===== src/sv/i2cm_pkg.sv =====
// Package: shared types and constants for the I2C master bit engine.
package i2cm_pkg;

  // Command codes
  localparam logic [2:0] CMD_NONE  = 3'd0;
  localparam logic [2:0] CMD_START = 3'd1;
  localparam logic [2:0] CMD_STOP  = 3'd2;
  localparam logic [2:0] CMD_WRITE = 3'd3;
  localparam logic [2:0] CMD_READ  = 3'd4;
  localparam logic [2:0] CMD_ACK   = 3'd5;
  localparam logic [2:0] CMD_NACK  = 3'd6;
  localparam logic [2:0] CMD_CHECK = 3'd7;

  // Sequence segment numbers
  localparam logic [3:0] SEG_IDLE  = 4'd0;
  localparam logic [3:0] SEG_ONE   = 4'd1;
  localparam logic [3:0] SEG_TWO   = 4'd2;
  localparam logic [3:0] SEG_THREE = 4'd3;
  localparam logic [3:0] SEG_FOUR  = 4'd4;

  localparam logic [2:0]  MSB_IDX         = 3'd7;
  localparam logic [15:0] PHASE_TICKS_RST = 16'd1;

  typedef struct packed {
    logic [2:0] command;
    logic [7:0] data_byte;
    logic       sda_in;
  } in_item_t;

  typedef struct packed {
    logic       scl_level;
    logic       sda_level;
    logic       busy_res;
    logic       done_res;
    logic [7:0] read_data;
    logic       ack_bit;
  } out_item_t;

  typedef struct packed {
    logic [3:0]  step;
    logic [2:0]  cmd;
    logic [3:0]  bit_idx;
    logic [7:0]  shift;
    logic [15:0] tick;
    logic        scl;
    logic        sda;
    logic        ack;
    logic [7:0]  rd_byte;
  } seq_state_t;

  localparam seq_state_t SEQ_STATE_RST = '{
    step:    SEG_IDLE,
    cmd:     CMD_NONE,
    bit_idx: 4'd0,
    shift:   8'd0,
    tick:    16'd0,
    scl:     1'b1,
    sda:     1'b1,
    ack:     1'b0,
    rd_byte: 8'd0
  };

endpackage


===== src/sv/i2cm_step.sv =====
// Next-state and per-tick result logic of the I2C bus sequencer.
module i2cm_step import i2cm_pkg::*; (
  input  seq_state_t  cur_state,
  input  in_item_t    in_item,
  input  logic [15:0] phase_ticks,
  output seq_state_t  nxt_state,
  output out_item_t   result
);

  logic [15:0] hold;
  logic [3:0]  seg;
  logic        enter;
  logic        seg_ok;
  logic        busy;
  logic        done;
  seq_state_t  st;

  // zero phase length behaves as one tick
  assign hold = (phase_ticks == 16'd0) ? 16'd0 : phase_ticks - 16'd1;

  always_comb begin
    st     = cur_state;
    seg    = SEG_IDLE;
    enter  = 1'b0;
    seg_ok = 1'b0;
    busy   = 1'b0;
    done   = 1'b0;

    if (cur_state.step == SEG_IDLE) begin
      if (in_item.command != CMD_NONE) begin
        st.cmd     = in_item.command;
        st.bit_idx = 4'd0;
        st.shift   = (in_item.command == CMD_WRITE) ? in_item.data_byte : 8'd0;
        seg        = SEG_ONE;
        enter      = 1'b1;
      end
    end else if (cur_state.tick != 16'd0) begin
      st.tick = cur_state.tick - 16'd1;
      busy    = 1'b1;
    end else begin
      enter = 1'b1;
      if (cur_state.cmd == CMD_WRITE && cur_state.step == SEG_THREE) begin
        st.bit_idx = cur_state.bit_idx + 4'd1;
        seg        = SEG_TWO;
      end else if (cur_state.cmd == CMD_READ && cur_state.step == SEG_TWO) begin
        seg = SEG_ONE;
      end else begin
        seg = cur_state.step + 4'd1;
      end
    end

    if (enter) begin
      st.step = seg;
      case (st.cmd)
        CMD_START: begin
          if (seg == SEG_ONE) begin
            st.sda = 1'b1; st.scl = 1'b1; seg_ok = 1'b1;
          end else if (seg == SEG_TWO) begin
            st.sda = 1'b0; seg_ok = 1'b1;
          end
        end
        CMD_STOP: begin
          if (seg == SEG_ONE) begin
            st.sda = 1'b0; st.scl = 1'b1; seg_ok = 1'b1;
          end else if (seg == SEG_TWO) begin
            st.sda = 1'b1; seg_ok = 1'b1;
          end
        end
        CMD_WRITE: begin
          if (seg == SEG_ONE) begin
            st.scl = 1'b0; seg_ok = 1'b1;
          end else if (seg == SEG_TWO) begin
            st.scl = 1'b0;
            if (!st.bit_idx[3]) begin
              st.sda = st.shift[MSB_IDX - st.bit_idx[2:0]];
              seg_ok = 1'b1;
            end
          end else if (seg == SEG_THREE) begin
            st.scl = 1'b1; seg_ok = 1'b1;
          end
        end
        CMD_READ: begin
          if (seg == SEG_ONE) begin
            if (st.bit_idx[3]) begin
              st.rd_byte = st.shift;
            end else begin
              st.scl = 1'b0; st.sda = 1'b1; seg_ok = 1'b1;
            end
          end else if (seg == SEG_TWO) begin
            st.scl     = 1'b1;
            st.shift   = {st.shift[6:0], in_item.sda_in};
            st.bit_idx = st.bit_idx + 4'd1;
            seg_ok     = 1'b1;
          end
        end
        CMD_ACK, CMD_NACK: begin
          if (seg == SEG_ONE) begin
            st.scl = 1'b0; seg_ok = 1'b1;
          end else if (seg == SEG_TWO) begin
            st.sda = (st.cmd == CMD_ACK) ? 1'b0 : 1'b1; seg_ok = 1'b1;
          end else if (seg == SEG_THREE) begin
            st.scl = 1'b1; seg_ok = 1'b1;
          end else if (seg == SEG_FOUR) begin
            st.scl = 1'b0; seg_ok = 1'b1;
          end else if (st.cmd == CMD_ACK) begin
            st.sda = 1'b1;  // release SDA after the ACK clock
          end
        end
        CMD_CHECK: begin
          if (seg == SEG_ONE) begin
            st.sda = 1'b1; seg_ok = 1'b1;
          end else if (seg == SEG_TWO) begin
            st.scl = 1'b1; seg_ok = 1'b1;
          end else if (seg == SEG_THREE) begin
            st.ack = in_item.sda_in; st.scl = 1'b0; seg_ok = 1'b1;
          end
        end
        default: seg_ok = 1'b0;
      endcase

      if (seg_ok) begin
        st.tick = hold;
        busy    = 1'b1;
      end else begin
        st.step = SEG_IDLE;
        done    = 1'b1;
      end
    end
  end

  assign nxt_state = st;

  assign result = '{
    scl_level: st.scl,
    sda_level: st.sda,
    busy_res:  busy,
    done_res:  done,
    read_data: st.rd_byte,
    ack_bit:   st.ack
  };

endmodule


===== src/sv/i2cm_out_stage.sv =====
// Result register with valid/ready handshake towards the consumer.
module i2cm_out_stage import i2cm_pkg::*; (
  input  logic      clk,
  input  logic      rst_n,
  input  logic      load,
  input  out_item_t load_item,
  input  logic      out_ready,
  output logic      out_valid,
  output out_item_t out_item,
  output logic      can_load
);

  logic      valid_r;
  logic      valid_nxt;
  out_item_t item_r;

  // register may be refilled in the same cycle it is drained
  assign can_load  = !valid_r || out_ready;
  assign valid_nxt = load || (valid_r && !out_ready);

  always_ff @(posedge clk) begin
    if (!rst_n) begin
      valid_r <= 1'b0;
    end else begin
      valid_r <= valid_nxt;
    end
  end

  always_ff @(posedge clk) begin
    if (load) begin
      item_r <= load_item;
    end
  end

  assign out_valid = valid_r;
  assign out_item  = item_r;

endmodule


===== src/sv/i2c_master_bit_engine.sv =====
// Top level of the I2C master bit engine: sequencer state, config and result stage.
// Usage
//  - Input channel (in_valid/in_ready/in_item): one transaction per timing tick.
//    It carries the sampled SDA level and, when the engine is idle, a command
//    (start, stop, write byte, read byte, send ACK, send NACK, check ACK).
//    Commands presented while busy are ignored, including on the done tick.
//  - Output channel (out_valid/out_ready/out_item): exactly one transaction per
//    input transaction, giving SCL/SDA drive levels, busy, done, read byte, ACK.
//  - cfg_we/cfg_wdata write phase_ticks (ticks per bus phase, 0 acts as 1).
//    Write only while the engine is idle.
// Timing
//  - The result is registered: it appears in the cycle after the input transaction is accepted.
//  - One transaction per cycle sustained while out_ready is high: the sequencer
//    step is one short combinational pass between state and result registers.
// Reset
//  - Synchronous, active-low rst_n: engine idle, SCL/SDA released,
//    phase_ticks = 1, read byte and ACK bit cleared, result stage empty.
// Back-pressure
//  - When out_ready is low with a result held, in_ready drops and the
//    sequencer state freezes until the result is taken.
module i2c_master_bit_engine import i2cm_pkg::*; (
  input  logic        clk,
  input  logic        rst_n,
  input  logic        in_valid,
  output logic        in_ready,
  input  in_item_t    in_item,
  output logic        out_valid,
  input  logic        out_ready,
  output out_item_t   out_item,
  input  logic        cfg_we,
  input  logic [15:0] cfg_wdata
);

  seq_state_t  state_r;
  seq_state_t  state_nxt;
  logic [15:0] phase_ticks_r;
  out_item_t   step_result;
  logic        accept;
  logic        can_load;

  assign in_ready = can_load;
  assign accept   = in_valid && can_load;

  // Phase length register
  always_ff @(posedge clk) begin
    if (!rst_n) begin
      phase_ticks_r <= PHASE_TICKS_RST;
    end else if (cfg_we) begin
      phase_ticks_r <= cfg_wdata;
    end
  end

  // Sequencer state advances once per accepted tick
  always_ff @(posedge clk) begin
    if (!rst_n) begin
      state_r <= SEQ_STATE_RST;
    end else if (accept) begin
      state_r <= state_nxt;
    end
  end

  i2cm_step u_step (
    .cur_state   (state_r),
    .in_item     (in_item),
    .phase_ticks (phase_ticks_r),
    .nxt_state   (state_nxt),
    .result      (step_result)
  );

  i2cm_out_stage u_out (
    .clk       (clk),
    .rst_n     (rst_n),
    .load      (accept),
    .load_item (step_result),
    .out_ready (out_ready),
    .out_valid (out_valid),
    .out_item  (out_item),
    .can_load  (can_load)
  );

endmodule


===== config.mk =====
export PLATFORM = sky130hd
export DESIGN_NAME = i2c_master_bit_engine
export DESIGN_NICKNAME = d
export VERILOG_FILES = /design/src/sv/i2cm_pkg.sv /design/src/sv/i2cm_step.sv /design/src/sv/i2cm_out_stage.sv /design/src/sv/i2c_master_bit_engine.sv
export SDC_FILE = /design/constraint.sdc
export NUM_CORES = 1
export LEC_CHECK = 0
export BUFFER_PORTS_ARGS = -buffer_cell sky130_fd_sc_hd__buf_2
export CORE_ASPECT_RATIO = 1.5
export CORE_MARGIN = 2
export CORE_UTILIZATION = 65
export CTS_BUF_LIST = sky130_fd_sc_hd__clkbuf_16
export CTS_CLUSTER_DIAMETER = 150
export DETAILED_ROUTE_END_ITERATION = 6
export GPL_TIMING_DRIVEN = 0
export PLACE_DENSITY_LB_ADDON = 0.2
export SETUP_SLACK_MARGIN = 0.5
export SLEW_MARGIN = 20
export SYNTH_ARGS = -nofsm -noshare
export SYNTH_HDL_FRONTEND = slang
export SYNTH_HIERARCHICAL = 1
export SYNTH_SLANG_ARGS = --single-unit

===== constraint.sdc =====
create_clock -name clk -period 5.6 [get_ports clk]
set_input_delay 0.28 -clock clk [delete_from_list [all_inputs] [get_ports clk]]
set_output_delay 0.28 -clock clk [all_outputs]
set_load 0.1 [all_outputs]

After elaboration in Yosys (flattened, before gate mapping)

Index checks and enable logic that the tools add are counted.
W data, S select, Z words.

Add/sub/neg operators: 6
Magnitude comparators: 1
Eq/ne operators: 16
Mux-type cells: 83
Reduce and logical (&&, ||, !) cells: 15

Operators with widths:

| kind                    | number |
|---|---|
| $mux W16                | 4 |
| $mux W1                 | 56 |
| $mux W8                 | 5 |
| $mux W39                | 1 |
| $mux W12                | 3 |
| $mux W4                 | 8 |
| $sub A16 B1 Y16 const B | 2 |
| $eq A4 B2 Y1 const B    | 4 |
| $logic_not A16 Y1       | 1 |
| $reduce_bool A16 Y1     | 1 |
| $eq A3 B3 Y1 const B    | 5 |
| $mux W15                | 1 |
| $add A4 B1 Y4 const B   | 3 |
| $eq A3 B2 Y1 const B    | 4 |
| $pmux W2 S6             | 1 |
| $pmux W1 S5             | 1 |
| $eq A4 B1 Y1 const B    | 1 |
| $eq A4 B3 Y1 const B    | 1 |
| $logic_and A1 B1 Y1     | 4 |
| $logic_not A4 Y1        | 1 |
| $lt A3 B4 Y1 const B    | 1 |
| $reduce_or A2 Y1        | 2 |
| $bmux W1 S3             | 1 |
| $eq A3 B1 Y1 const B    | 1 |
| 7 further kinds         | 9 |

Register bits after elaboration: 76
Output and inout bits: 15
Word-level logic and storage cells: 138

Logic depth before layout (Yosys ltp)

Gate-level depths: netlist (run 1).

Depth after elaboration: 15
Depth in mapped cells: 14
Depth with buffers taken out: 13

Cells and area by module

Netlist (run 1), hierarchy kept.

By module, submodules not included:

| module                | instances | cells each | area each (um2) | sequential area each (um2) |
|---|---|---|---|---|
| i2cm_step             | 1         | 385        | 2567.5          | 0.0 |
| i2c_master_bit_engine | 1         | 262        | 2443.6          | 1241.2 |
| i2cm_out_stage        | 1         | 17         | 439.2           | 410.4 |

Worst setup path before layout (run 1)

Ideal clock, no wire load.

Path kind: register to register
From: register state_r[17] in the netlist's numbering
To: register state_r[23] in the netlist's numbering
Arrival: 3038 ps
Data required time: 5483 ps
Path slack: 2445 ps
Cell stages (with the launch flop): 12
Buffers on the path: 1
Clock period less this slack: 3155 ps
Cells stage by stage: dfxtp_1 or4_4 or4b_4 nor3_2 mux2_4 a211oi_2 nor3_2 nor2_2 buf_6 mux2_4 nand4_1 o21ai_1

RTL lines:

| item                     | RTL line                    | text |
|---|---|---|
| start: declaration       | i2c_master_bit_engine.sv:34 | `seq_state_t state_r;` |
| start signal: assignment | i2c_master_bit_engine.sv:58 | `state_r <= state_nxt;` |

==> results.yml, run 1 <==
placement:
  hpwl_mm: 12.1
  port_buffers: 46
  routabilityCongestion: 0.926
  post-place-cells: 815
timing:
  final_max_slew_viol_count: 0
  setup_viol: 0
  fin_crit_sh_pct: 71.9
  hold_viol: 0
  fin_worst_skew_ns: 0.00407
  worst_pin_slew_ns: 0.930
  final.setup.tns_ns: 0
  fmax_mhz: 248
  min_period_ns: 4.03
  max_slew_margin_pct: 37.9
  rsz0062_at_grt: "false"
route:
  routed_wl_mm: 16.6
  wl_per_cell_um: 19.9
  viasPerCell: 6.57
  dr.pass1.iters: 6
  ant_nets: 0
  drt_iter0_drc: 359
  drc: 0
  vias: 5457
setup_path:
  cp.required_ns: 5.82
  cp.arrival_ns: 4.25
  cp.depth: 14
  crit_start: "state_r[42]"
  worst_path_dominant_cell_family: "simple AND/OR/NAND/NOR gates"
  cp-start-kind: "flip-flop"
  crit_buf_inv: 3
  critPathSlowestCell: "a211oi_1"
  r2r_start: "state_r[42]"
  crit_chain: "inv_1, ha_1, or3b_1, buf_2, a211oi_1, nor2_1, nor3_1, a41oi_1, nor3_2, nor2_2, buf_6, mux2_4, nand4_1, o21ai_1"
  crit_path_max_fanout: 10
  slowest_delay_ns: 0.65
  r2r_cells: 14
  cp-end-kind: "flip-flop"
  critPathKind: "reg2reg"
synthesis:
  syn_inst: 664
  yosysSeqAreaShare_pct: 30.3
  ys_ff_latch: 76
  synthArstFlopShare_pct: 0
  synth_adder_area_share_pct: 1.61
  yosys_warnings: 6
  synth_top_area_cell: "dfxtp_1"
  ys.flop_type: "dfxtp_1"
  synth.distinct_cells: 84
  muxShareOfSynthArea_pct: 9.27
  synth.avg_cell_area_um2: 8.21
  synthTopCellsByArea: "dfxtp_1 (23%), nand2_1 (7.2%), edfxtp_1 (7.2%), mux2i_1 (6.6%), nand4_1 (6.0%)"
  syn_nets: 704
  synth_edf_count: 13
  yosys.area_share.simple_pct: 29.9
  synthXorXnorAreaFrac_pct: 4.66
  synth_top_area_share_pct: 23.1
  synth_top_family_by_area: "simple AND/OR/NAND/NOR gates"
  synth_area_mm2: 0.00545
  synth_compound_area_share_pct: 15.6
global_routing:
  grt_usage_pct: 36.9
  grt_pass1_vias: 5341
  grt_pass1_wl_mm: 26.0
  grt_max_degree: 24
  antenna_found_initial: 0
  grt-ovfl-total: 0
layout:
  final_cell_mix: "nand2_1 (105), dfxtp_1 (63), buf_2 (58)"
  drive_gt1_share_pct: 20.2
  antennaDiodeCount: 0
  final_common_cell: "nand2_1"
  fillers: 588
  fin_cells: 831
  syn2layout_area_growth_pct: 12.6
  num-nets-final: 761
power:
  vdd_drop_max_v: 0.000213
  p_per_area_mw_per_mm2: 319
  power_mw: 1.95
  p_leak_nw: 2.38
clock_tree:
  insertion_delay_ns: 0.34
  numCtsBuffers: 9
  h-tree-depth: 3
  clk_transition_reported_paths_ns: 0.06
  post_cts_resized: 0
  ctsHoldBuffers: 0
  cts_root_buf: "clkbuf_16"
  postCtsSetupBuffers: 0
  cts_tree: "done"
  clock_path_buffers: 2
  cts.sinks: 76
floorplan:
  fp.dieW_um: 78.8
  start_util_pct: 67.6
  row_count: 40
  die_h_um: 116
  dieArea_mm2: 0.00915
  io_pins: 48
  core_area_mm2: 0.00806
min_path:
  min_from: "cfg_wdata[0]"
  holdPathStages: 3
  hold_path_class: "in2reg"
job:
  maxCapViolCount: 0
status:
  status: "complete, no violations"
==> cells in the mapped netlist, drive strengths merged (2+ instances only) <==
cell / n
nor3: 19
and3: 2
nor3b: 5
mux2i: 38
a211oi: 4
clkbuf: 11
dfxtp: 63
and2: 8
mux2: 9
nand2b: 3
xor2: 12
xnor2: 17
edfxtp: 13
or4: 2
a31oi: 4
a21boi: 5
nand4b: 2
o21a: 2
a21oi: 14
nand4: 52
and4: 3
buf: 45
nor2: 42
o211ai: 9
nand2: 106
or3: 6
or2: 3
nand3b: 4
a41oi: 3
ha: 7
o21ai: 64
nor2b: 19
nor4bb: 3
o31ai: 3
nand3: 11
inv: 18
nor4: 10
==> worst paths after layout <==
check                                         to  slack [ns]
worst max-delay path                 state_r[23]        1.57
worst min register to register       state_r[32]        0.45
worst min-delay path            phase_ticks_r[0]        0.16
worst max register to register       state_r[23]        1.57
==> state kept, by name (all words and copies together), names as in the netlist <==
name / cells
phase_ticks_r: 16
state_r: 46
u_out/out_item: 13
u_out/out_valid: 1
==> kinds of logic (layout without fill, tap and decap cells) <==
family / count (synthesis) / in the layout
simple gates: 305 / 305
compound gates: 126 / 126
flops: 76 / 76
buf+inv: 74 / 136
mux: 47 / 47
xor+xnor: 29 / 29
fa+ha+maj: 7 / 7
==> stage by stage <==
| step | util [%] | hold slack [ns] | worst slack, ns | area [um2] |
|---|---|---|---|---|
| 2_1_floorplan | - | 0.408 | 2.44 | 5450 |
| 4_1_cts | 76.1 | 0.157 | 1.56 | 6140 |
| 3_3_place_gp | 72.1 | 0.439 | 1.65 | 5810 |
| 6_report | 76.1 | 0.159 | 1.57 | 6140 |
| 5_1_grt | 76.1 | 0.168 | 1.23 | 6140 |
| 3_5_place_dp | 72.1 | 0.446 | 1.62 | 5810 |
==> cell type report <==
class,count,area [um2],area share (%)
Buffer,56,404,6.59
Clock buffer,9,225,3.67
Sequential cell,76,1650,26.9
Inverter,18,67.6,1.10
Multi-Input combinational cell,514,3330,54.2
Tap cell,105,131,2.14
Clock inverter,7,98.8,1.61
Timing Repair Buffer,46,230,3.75
==> report_power, final <==
part | switching (mW) | internal (mW) | leakage (nW)
logic | 0.447 | 0.241 | 1.58
clock network | 0.239 | 0.393 | 0.158
registers | 0.0390 | 0.595 | 0.644
==> tightest hold or removal path, stage by stage <==
cell,delay (ns)
buf_2,0.08
mux2i_1,0.06
nand2_1,0.06
==> per-layer routing <==
metal,wire [um],global-route usage [%]
met2,8510,67.9
met4,1340,29.4
met3,860,5.18
met5,0,0
met1,5860,36.9
Note: power is estimated with default switching activity, not from simulation.
==> run 2: changes to the inputs <==
- CORE_UTILIZATION: 65 -> 61
- clock period: 5.6 -> 4.1 ns (I/O delays scaled with it)
==> results.yml, run 2 (same netlist as run 1, synthesis figures left out) <==
global_routing:
  grt_max_degree: 24
  use_met3_pct: 5.94
  grt_pass1_vias: 5176
  grt_use_met2_pct: 58.2
  grt_pass1_wl_mm: 24.8
  antenna_found_initial: 0
  met1_usage_pct: 33.9
  grt_usage_pct: 33.2
  busiest_layer: "met2"
  grt-ovfl-total: 0
setup_path:
  cp.arrival_ns: 3.64
  cp.required_ns: 4.20
  critPathKind: "reg2reg"
  cp-end-kind: "flip-flop"
  cp-start-kind: "flip-flop"
  crit_path_max_fanout: 10
clock_tree:
  cts.sinks: 76
  clk_transition_reported_paths_ns: 0.06
  cts_tree: "done"
  numCtsBuffers: 9
  h-tree-depth: 3
  cts_root_buf: "clkbuf_16"
  clock_path_buffers: 2
  insertion_delay_ns: 0.34
layout:
  fin_util_pct: 71.9
  antennaDiodeCount: 0
  largest_register_ffs: 46
  fin_cells: 846
  final_cell_mix: "nand2_1 (103), dfxtp_1 (61), buf_2 (58)"
  final_common_cell: "nand2_1"
  post-route-cell-area_mm2: 0.00631
  drive_gt1_share_pct: 23.2
  num-nets-final: 771
  largest_register: "state_r"
  syn2layout_area_growth_pct: 15.8
placement:
  placed_cell_area_mm2: 0.00582
  routabilityCongestion: 0.958
  hpwl_mm: 11.9
  post-place-cells: 820
  port_buffers: 46
floorplan:
  dieArea_mm2: 0.00972
  io_pins: 48
  die_h_um: 120
  core_area_mm2: 0.00878
  start_util_pct: 62.1
  row_count: 42
  fp.dieW_um: 81.2
route:
  dr.pass1.iters: 5
  vias: 5302
  ant_nets: 0
  wl_per_cell_um: 18.7
  routed_wl_mm: 15.8
  drt_iter0_drc: 425
  drc: 0
  viasPerCell: 6.27
power:
  p_per_area_mw_per_mm2: 425
  p_sw_mw: 1.00
  power_frac_clock_pct: 29.7
  p_seq_share_pct: 32.3
  vdd_drop_max_v: 0.000278
  p_comb_share_pct: 38.0
  internal-power_mw: 1.68
  p_leak_nw: 2.45
  swShare_pct: 37.4
timing:
  fin_worst_skew_ns: 0.00764
  worst_pin_slew_ns: 0.619
  setup_viol: 0
  rsz0062_at_grt: "true"
  hold_viol: 0
  min_period_ns: 3.54
  fin_crit_sh_pct: 86.3
  final.setup.tns_ns: 0
  final_max_slew_viol_count: 0
  fmax_mhz: 283
  max_slew_margin_pct: 58.6
min_path:
  hold_path_class: "in2reg"
job:
  maxCapViolCount: 0
status:
  status: "complete, no violations"
run 2: cell count changes in the layout (fill, tap and decap cells not counted), sizes merged:
cell,change
bufinv,-1
buf,+10
inv,-1
clkinvlp,+2
run 2: cell type report:
cell class / count / area, um2
well taps: 110 / 138
fillers: 712 / 2460
repair buffers: 56 / 318
flip-flops and latches: 76 / 1650
inverters: 18 / 67.6
plain buffers: 56 / 413
clock buffers: 9 / 225
clock inverters: 7 / 75.1
multi-input cells: 514 / 3420
run 2: power by group through the flow:
stage	Combinational (mW)	Sequential, mW	Clock (mW)
finish	1.02	0.867	0.795
global route	1.08	0.875	0.830
CTS	0.922	0.865	0.801
detailed placement	0.904	0.880	0
global placement	0.889	0.876	0
floorplan	0.606	0.967	0
run 2: worst max-delay path, cell delays in order, from the launching register on:
cell      delay, ns
dfxtp_1        0.36
or4_4          0.60
or4b_4         0.60
buf_6          0.19
or3_4          0.40
mux2_2         0.26
nor2_1         0.06
a22o_1         0.22
o211ai_1       0.30
a21boi_1       0.15
buf_4          0.15
run 2: stage by stage:
stage / hold slack, ns / setup slack, ns / total power, mW
4_1_cts: 0.0946 / 0.501 / 2.59
5_1_grt: 0.100 / 0.465 / 2.78
6_report: 0.0951 / 0.562 / 2.68
3_3_place_gp: 0.422 / 0.366 / 1.76
3_5_place_dp: 0.437 / 0.351 / 1.78
2_1_floorplan: 0.333 / 0.945 / 1.57
run 2: worst paths after layout:
kind	startpoint	slack [ns]	cells after the start	endpoint
setup / recovery	state_r[17]	0.56	10	u_out/out_item[11]
hold / removal	cfg_wdata[0]	0.1	3	phase_ticks_r[0]
setup reg to reg	state_r[17]	0.56	10	u_out/out_item[11]
hold reg to reg	state_r[6]	0.45	2	state_r[6]
run 2: repair_timing:
item                                    CTS  global route
hold buffers                              0             0
pin swaps                                 1             5
gates resized for setup                   4            23
endpoints found under the setup margin   25            39
buffers inserted                          2             8
run 2: per-layer routing:
layer	up-vias	part of all wire [%]
met2	218	52
met4	0	7.4
li1	2526	-
met5	-	0
met3	73	4.6
met1	2485	36
